<file path="src/hdl/slicvf_pkg.sv">
// ----------------------------------------------------------------------------
// slicvf_pkg
// Shared types and codes for the SLIC vertical flux pipeline.
// ----------------------------------------------------------------------------
package slicvf_pkg;

    localparam int unsigned ONE_Q16 = 65536;

    // interface_case codes
    localparam logic [2:0] KIND_NONE      = 3'd0;
    localparam logic [2:0] KIND_TYPE1     = 3'd1;
    localparam logic [2:0] KIND_II_BELOW  = 3'd2;
    localparam logic [2:0] KIND_II_ABOVE  = 3'd3;
    localparam logic [2:0] KIND_III_FLUID = 3'd4;
    localparam logic [2:0] KIND_III_GAP   = 3'd5;
    localparam logic [2:0] KIND_UNMATCHED = 3'd6;

    // configuration register indexes
    localparam logic [7:0] CFG_TOL = 8'd0;
    localparam logic [7:0] CFG_DT  = 8'd1;
    localparam logic [7:0] CFG_DX  = 8'd2;
    localparam logic [7:0] CFG_DY  = 8'd3;

    localparam logic [14:0] TOL_RESET = 15'd66;
    localparam logic [31:0] DT_RESET  = 32'd655;
    localparam logic [31:0] DX_RESET  = 32'd65536;
    localparam logic [31:0] DY_RESET  = 32'd65536;

    typedef struct packed {
        logic [15:0]        cell_tag;
        logic [16:0]        frac_center;
        logic [16:0]        frac_above;
        logic [16:0]        frac_below;
        logic signed [31:0] vel_top_face;
        logic signed [31:0] vel_bottom_face;
    } t_in_item;

    typedef struct packed {
        logic [15:0] cell_tag_out;
        logic [2:0]  interface_case;
        logic [31:0] flux_top;
        logic        top_written;
        logic [31:0] flux_bottom;
        logic        bottom_written;
    } t_out_item;

    // per-face control: flux profile, fluid on the outward side, flux computed
    typedef struct packed {
        logic [2:0] prof;
        logic       ff;
        logic       wr;
    } t_face_ctl;

endpackage

</file>
<file path="src/hdl/slicvf_classify.sv">
// ----------------------------------------------------------------------------
// slicvf_classify
// Sorts a cell into its SLIC interface case from the three fractions.
// ----------------------------------------------------------------------------
module slicvf_classify
    import slicvf_pkg::*;
(
    input  logic [16:0] i_frac_c,
    input  logic [16:0] i_frac_a,
    input  logic [16:0] i_frac_b,
    input  logic [14:0] i_tol,
    output logic [2:0]  o_kind
);

    logic signed [18:0] one, tol, c, a, b, omc, oma, omb, omt;
    logic mixa, mixb, fea, feb;

    always_comb begin
        one  = 19'sd65536;
        tol  = signed'({4'b0, i_tol});
        c    = signed'({2'b0, i_frac_c});
        a    = signed'({2'b0, i_frac_a});
        b    = signed'({2'b0, i_frac_b});
        omc  = one - c;
        oma  = one - a;
        omb  = one - b;
        omt  = one - tol;
        mixa = (a > tol) && (oma > tol);
        mixb = (b > tol) && (omb > tol);
        fea  = (a <= tol) && (oma <= tol);
        feb  = (b <= tol) && (omb <= tol);
        o_kind = KIND_NONE;
        if ((c < omt) && (omc < omt)) begin
            if ((mixa && mixb) || (fea && feb) || (fea && mixb) || (mixa && feb)) begin
                o_kind = KIND_TYPE1;
            end else if (((b > tol) && (a <= tol)) || ((b <= tol) && (a > tol)) ||
                         ((omb > tol) && (oma <= tol)) ||
                         ((omb <= tol) && (oma > tol))) begin
                o_kind = (b > a) ? KIND_II_BELOW : KIND_II_ABOVE;
            end else if (((a <= tol) && (b <= tol) && (oma > tol) && (omb > tol)) ||
                         ((a > tol) && (b > tol) && (oma <= tol) && (omb <= tol))) begin
                o_kind = ((a > 0) && (b > 0)) ? KIND_III_FLUID : KIND_III_GAP;
            end else begin
                o_kind = KIND_UNMATCHED;
            end
        end
    end

endmodule

</file>
<file path="config.mk">
export PLATFORM = sky130hd
export DESIGN_NAME = slicvf_classify
export DESIGN_NICKNAME = d
export VERILOG_FILES = /design/src/hdl/slicvf_pkg.sv /design/src/hdl/slicvf_classify.sv
export SDC_FILE = /design/constraint.sdc
export NUM_CORES = 1
export LEC_CHECK = 0
export ABC_AREA = 1
export ABC_CLOCK_PERIOD_IN_PS = 7700
export BUFFER_PORTS_ARGS = -buffer_cell sky130_fd_sc_hd__buf_4
export CAP_MARGIN = 20
export CORE_MARGIN = 5
export CORE_UTILIZATION = 33
export DETAILED_ROUTE_END_ITERATION = 7
export PLACE_DENSITY_LB_ADDON = 0.08
export REMOVE_ABC_BUFFERS = 1
export SLEW_MARGIN = 20
export SYNTH_ARGS = -nofsm -noshare
export SYNTH_HDL_FRONTEND = slang
export SYNTH_SLANG_ARGS = --single-unit
</file>
<file path="constraint.sdc">
create_clock -name vclk -period 7.7
set_input_delay 0 -clock vclk [all_inputs]
set_output_delay 0 -clock vclk [all_outputs]
set_load 0.02 [all_outputs]
</file>
==> results of run 1 <==
cell usage after synthesis, types with 3 or more instances:
master,instances
nand3_1,33
a211oi_1,4
xor2_1,33
nor3_1,17
o21a_1,3
xnor2_1,8
nand2_2,3
nand3_2,4
a21o_1,3
a21oi_1,45
nor2_1,59
nand2_1,128
o21bai_1,3
o21ai_0,12
o221ai_1,4
nand4_1,20
inv_1,109
ha_1,115
worst min path at each step:
| stage | to | slack [ps] | cells after the start |
|---|---|---|---|
| floorplan | o_kind[0] | 240 | 4 |
| finish | o_kind[0] | 510 | 6 |
| detailed placement | o_kind[0] | 520 | 6 |
| global route | o_kind[0] | 540 | 6 |
| CTS | o_kind[0] | 520 | 6 |
| global placement | o_kind[0] | 530 | 6 |
per-layer routing:
layer | vias to the layer above | part of all wire [%] | track usage, %
met5 | - | 0 | 0
met4 | 0 | 0.71 | 1.22
met3 | 4 | 1.7 | 0.424
met2 | 43 | 52 | 30.2
met1 | 1851 | 46 | 18.3
li1 | 2246 | - | -
power by group:
group	switching, W	internal, W
registers	0	0
clock network	0	0
logic	0.000134	0.0000991
total	0.000134	0.0000991
cell families (layout without fill, tap and decap cells):
group           count (synthesis)  count (layout)  share of synthesized area [%]
buf+inv                       111             180                           10.4
compound gates                 80              80                           11.6
fa+ha+maj                     115             115                           36.0
xor+xnor                       41              41                           8.99
simple gates                  281             281                           33.0
critical path: stages:
cell and delay (ps):
buf_4 110, inv_1 210, ha_1 240, nand3_1 120, nor2_1 120, nand2_1 70, nor2_1 150, inv_1 80
nor2_1 150, nand4_1 160, nor3_1 260, nand3_1 170, ha_1 350, nand4_1 190, or4_1 500, o21ai_0 320
a21oi_1 130, nand2_1 100, nor2_1 50, buf_4 150
per-stage QoR:
stage,area [µm²],power (W)
detailed placement,4700,0.000237
global route,4700,0.000271
finish,4700,0.000233
CTS,4700,0.000238
floorplan,4000,0.000148
global placement,4700,0.000231
cell type report:
class	instances	area (µm²)	share of cell area (%)
multi-input cells	517	3580	76.2
repair buffers	69	518	11.0
inverters	111	417	8.87
well taps	147	184	3.91
==> flow_metrics.tcl, run 1 <==
set metrics [dict create \
    status "finished, final reports clean" \
    num_vias 4144 \
    hp-start "i_frac_c[16]" \
    worst_slew_pin_slew_ps 439 \
    grt_overflow 0 \
    die_h_um 120 \
    nClkBuffers 0 \
    flops_and_latches 0 \
    fin_crit_sh_pct 47.2 \
    ant_nets 0 \
    p_leak_nw 2.62 \
    ys_types 36 \
    routabilityCongestion 0.852 \
    start_util_pct 33.4 \
    relSlewSlack_pct 70.5 \
    yosys.area.top_type "ha_1" \
    fin_ws_ps 4060 \
    layout.area.seq_um2 0 \
    ctsHoldBuffers 0 \
    synth_seq_area_share_pct 0 \
    dp_slack_ps 3940 \
    avgSynthCellArea_um2 6.36 \
    crit_fanout 5 \
    dp_hpwl_um 10300 \
    finalHoldViolations 0 \
    fin_util_pct 39.3 \
    final_cell_mix "nand2_1, ha_1, inv_1" \
    fmax_mhz 275 \
    core_area_mm2 0.0120 \
    timing.hold.ws_ps 513 \
    start_kind "input pin" \
    post_cts_buffers 0 \
    synth_top_cells_by_area "ha_1, nand2_1, inv_1" \
    crit_end "o_kind[1]" \
    drt_iter0_drc 100 \
    via_per_inst 4.91 \
    rows 40 \
    drc_errors 0 \
    period_minus_slack_ps 3640 \
    syn_area_mm2 0.00400 \
    dp_cells 844 \
    avgRoutedWirePerCell_um 13.1 \
    drive_above_1_share_pct 12.9 \
    grt_pass1_vias 4136 \
    portBuffers 69 \
    grt_pass1_wl_um 18300 \
    ioPinCount 69 \
    die_w_um 120 \
    wirelength_um 11000 \
    endpoint_kind "output port" \
    worstSetupPathType "input pin to output port" \
    drt-pass1-iter-count 4 \
    rsz0062_at_grt "no" \
    syn-instance-count 628 \
    power_density_mw_per_mm2 49.6 \
    grt_max_degree 9 \
    cp_data_required_time_ps 7700 \
    antenna_found_initial 0 \
    yosysWarnings 0 \
    arrival_ps 3640 \
    diodes 0 \
    ir_drop_mv 0.0188 \
    die_area_mm2 0.0144 \
    grt_usage_pct 15.1 \
    mostFrequentLayoutCell "nand2_1" \
    min_path_type "input pin to output port" \
    final-max-slew-violation-count 0 \
    syn2layout_area_growth_pct 17.6 \
    final_nets 880 \
    post_cts_resized 0 \
    num-fill-cells 1357 \
    setup_violations 0 \
    critPathLaunch "i_tol[1]" \
    maxCapViolations 0 \
    fin_cells 844 \
    netlist.area_leader.share_pct 36.0 \
    fin_tns_setup_ps 0 \
]
(Power assumes the default switching activity.)
==> run 2, diff against run 1 <==
--- a/config.mk
+++ b/config.mk
@@ -6,7 +6,7 @@
 export NUM_CORES = 1
 export LEC_CHECK = 0
 export ABC_AREA = 1
-export ABC_CLOCK_PERIOD_IN_PS = 7700
+export ABC_CLOCK_PERIOD_IN_PS = 3400
 export BUFFER_PORTS_ARGS = -buffer_cell sky130_fd_sc_hd__buf_4
 export CAP_MARGIN = 20
 export CORE_MARGIN = 5
==> constraint.sdc (replaced) <==
create_clock -name vclk -period 3.4
set_input_delay 0 -clock vclk [all_inputs]
set_output_delay 0 -clock vclk [all_outputs]
set_load 0.02 [all_outputs]
==> flow_metrics.tcl, run 2 (synthesis gave the netlist of run 1 again) <==
set metrics [dict create \
    met3_wirelength_um 265 \
    cpPeakStageDelay_ps 600 \
    cp_data_required_time_ps 3400 \
    wl_met2_um 5620 \
    avgRoutedWirePerCell_um 13.0 \
    syn2layout_area_growth_pct 22.0 \
    setup_violations 0 \
    drt-met1-wl_um 4960 \
    fmax_mhz 311 \
    drt_iter0_drc 122 \
    dp_hpwl_um 10300 \
    drt-pass1-iter-count 4 \
    start_util_pct 33.4 \
    path_cells "buf_4 > inv_2 > ha_4 > nand3_2 > nor2_1 > nand2_1 > nor2_2 > inv_2 > nor2_4 > nand4_1 > nor3_2 > nand3_2 > ha_4 > nand4_1 > or4_4 > o21ai_4 > a21oi_2 > nand2_1 > nor2_1 > buf_4" \
    cp_num_buf_inv 4 \
    portBuffers 69 \
    nClkBuffers 0 \
    fin_util_pct 40.8 \
    crit_family "simple AND/OR/NAND/NOR gates" \
    arrival_ps 3220 \
    finalHoldViolations 0 \
    timing.hold.ws_ps 510 \
    power_density_mw_per_mm2 112 \
    flops_and_latches 0 \
    ant_nets 0 \
    antenna_found_initial 0 \
    final_nets 887 \
    final-max-slew-violation-count 0 \
    placed_area_mm2 0.00472 \
    ctsHoldBuffers 0 \
    grt_pass1_wl_um 18100 \
    endpoint_kind "output port" \
    crit_cells 20 \
    grt_overflow 0 \
    grt_pass1_vias 4158 \
    num_vias 4143 \
    drive_above_1_share_pct 17.6 \
    cp_slowest_cell "or4_4" \
    worst_slew_pin_slew_ps 347 \
    ioPinCount 69 \
    routabilityCongestion 0.854 \
    start_kind "input pin" \
    final_cell_mix "nand2_1, ha_1, inv_1" \
    diodes 0 \
    layout.area.seq_um2 0 \
    grt_max_degree 9 \
    die_area_mm2 0.0144 \
    worstSetupPathType "input pin to output port" \
    grt_usage_pct 15.0 \
    die_h_um 120 \
    maxCapViolations 0 \
    rows 40 \
    crit_fanout 4 \
    crit_end "o_kind[1]" \
    p_leak_nw 2.65 \
    dp_cells 847 \
    die_w_um 120 \
    relSlewSlack_pct 76.7 \
    fin_crit_sh_pct 94.7 \
    drc_errors 0 \
    min_path_type "input pin to output port" \
    finish.instance_area_mm2 0.00487 \
    wirelength_um 11100 \
    mostFrequentLayoutCell "nand2_1" \
    ir_drop_mv 0.0383 \
    status "finished, final reports clean" \
    core_area_mm2 0.0120 \
    via_per_inst 4.87 \
    fin_cells 851 \
    critPathLaunch "i_tol[0]" \
    period_minus_slack_ps 3220 \
    top_layer "met4" \
]
run 2: timing repair:
item,4_1_cts,5_1_grt
setup endpoints to repair,3,3
setup buffers,0,4
hold endpoints to repair,0,0
gates resized for setup,2,29
cloned,0,0
pin swaps,0,11
run 2: power by group:
part           internal, W  switching (W)
logic             0.000232       0.000313
clock network            0              0
registers                0              0
run 2: metal layers:
| metal | GRT usage [%] | vias to the layer above |
|---|---|---|
| met5 | 0 | - |
| met2 | 30.3 | 53 |
| met3 | 0.660 | 12 |
| met4 | 2.65 | 0 |
| met1 | 17.4 | 1818 |
| li1 | - | 2260 |
run 2: final cells by class:
cell class	count	area (µm²)
fill	1322	7090
inverter	111	420
multi-input combinational	517	3700
tap	147	184
timing repair buffer	76	571
run 2: worst min-delay path: stages:
cell     delay [ps]
buf_4           130
nand2_1          80
a21oi_2          70
inv_1            50
nor2_1           40
buf_4           150
run 2: how the worst min path moves through the flow:
stage	start	end	slack, ps	cells after the start
3_3_place_gp	i_frac_c[16]	o_kind[0]	520	6
5_1_grt	i_frac_c[16]	o_kind[0]	550	6
4_1_cts	i_frac_c[16]	o_kind[0]	520	6
3_5_place_dp	i_frac_c[16]	o_kind[0]	520	6
6_report	i_frac_c[16]	o_kind[0]	510	6
2_1_floorplan	i_frac_c[16]	o_kind[0]	240	4
run 2: per-stage QoR:
| step | TNS [ps] | worst slack, ps | total power [W] |
|---|---|---|---|
| after CTS | 0 | 20.0 | 0.000541 |
| final | 0 | 181 | 0.000545 |
| after detailed placement | -432 | -157 | 0.000538 |
| after global placement | -457 | -163 | 0.000527 |
| after global routing | -86.4 | -41.4 | 0.000631 |
| after floorplan | 0 | 696 | 0.000336 |
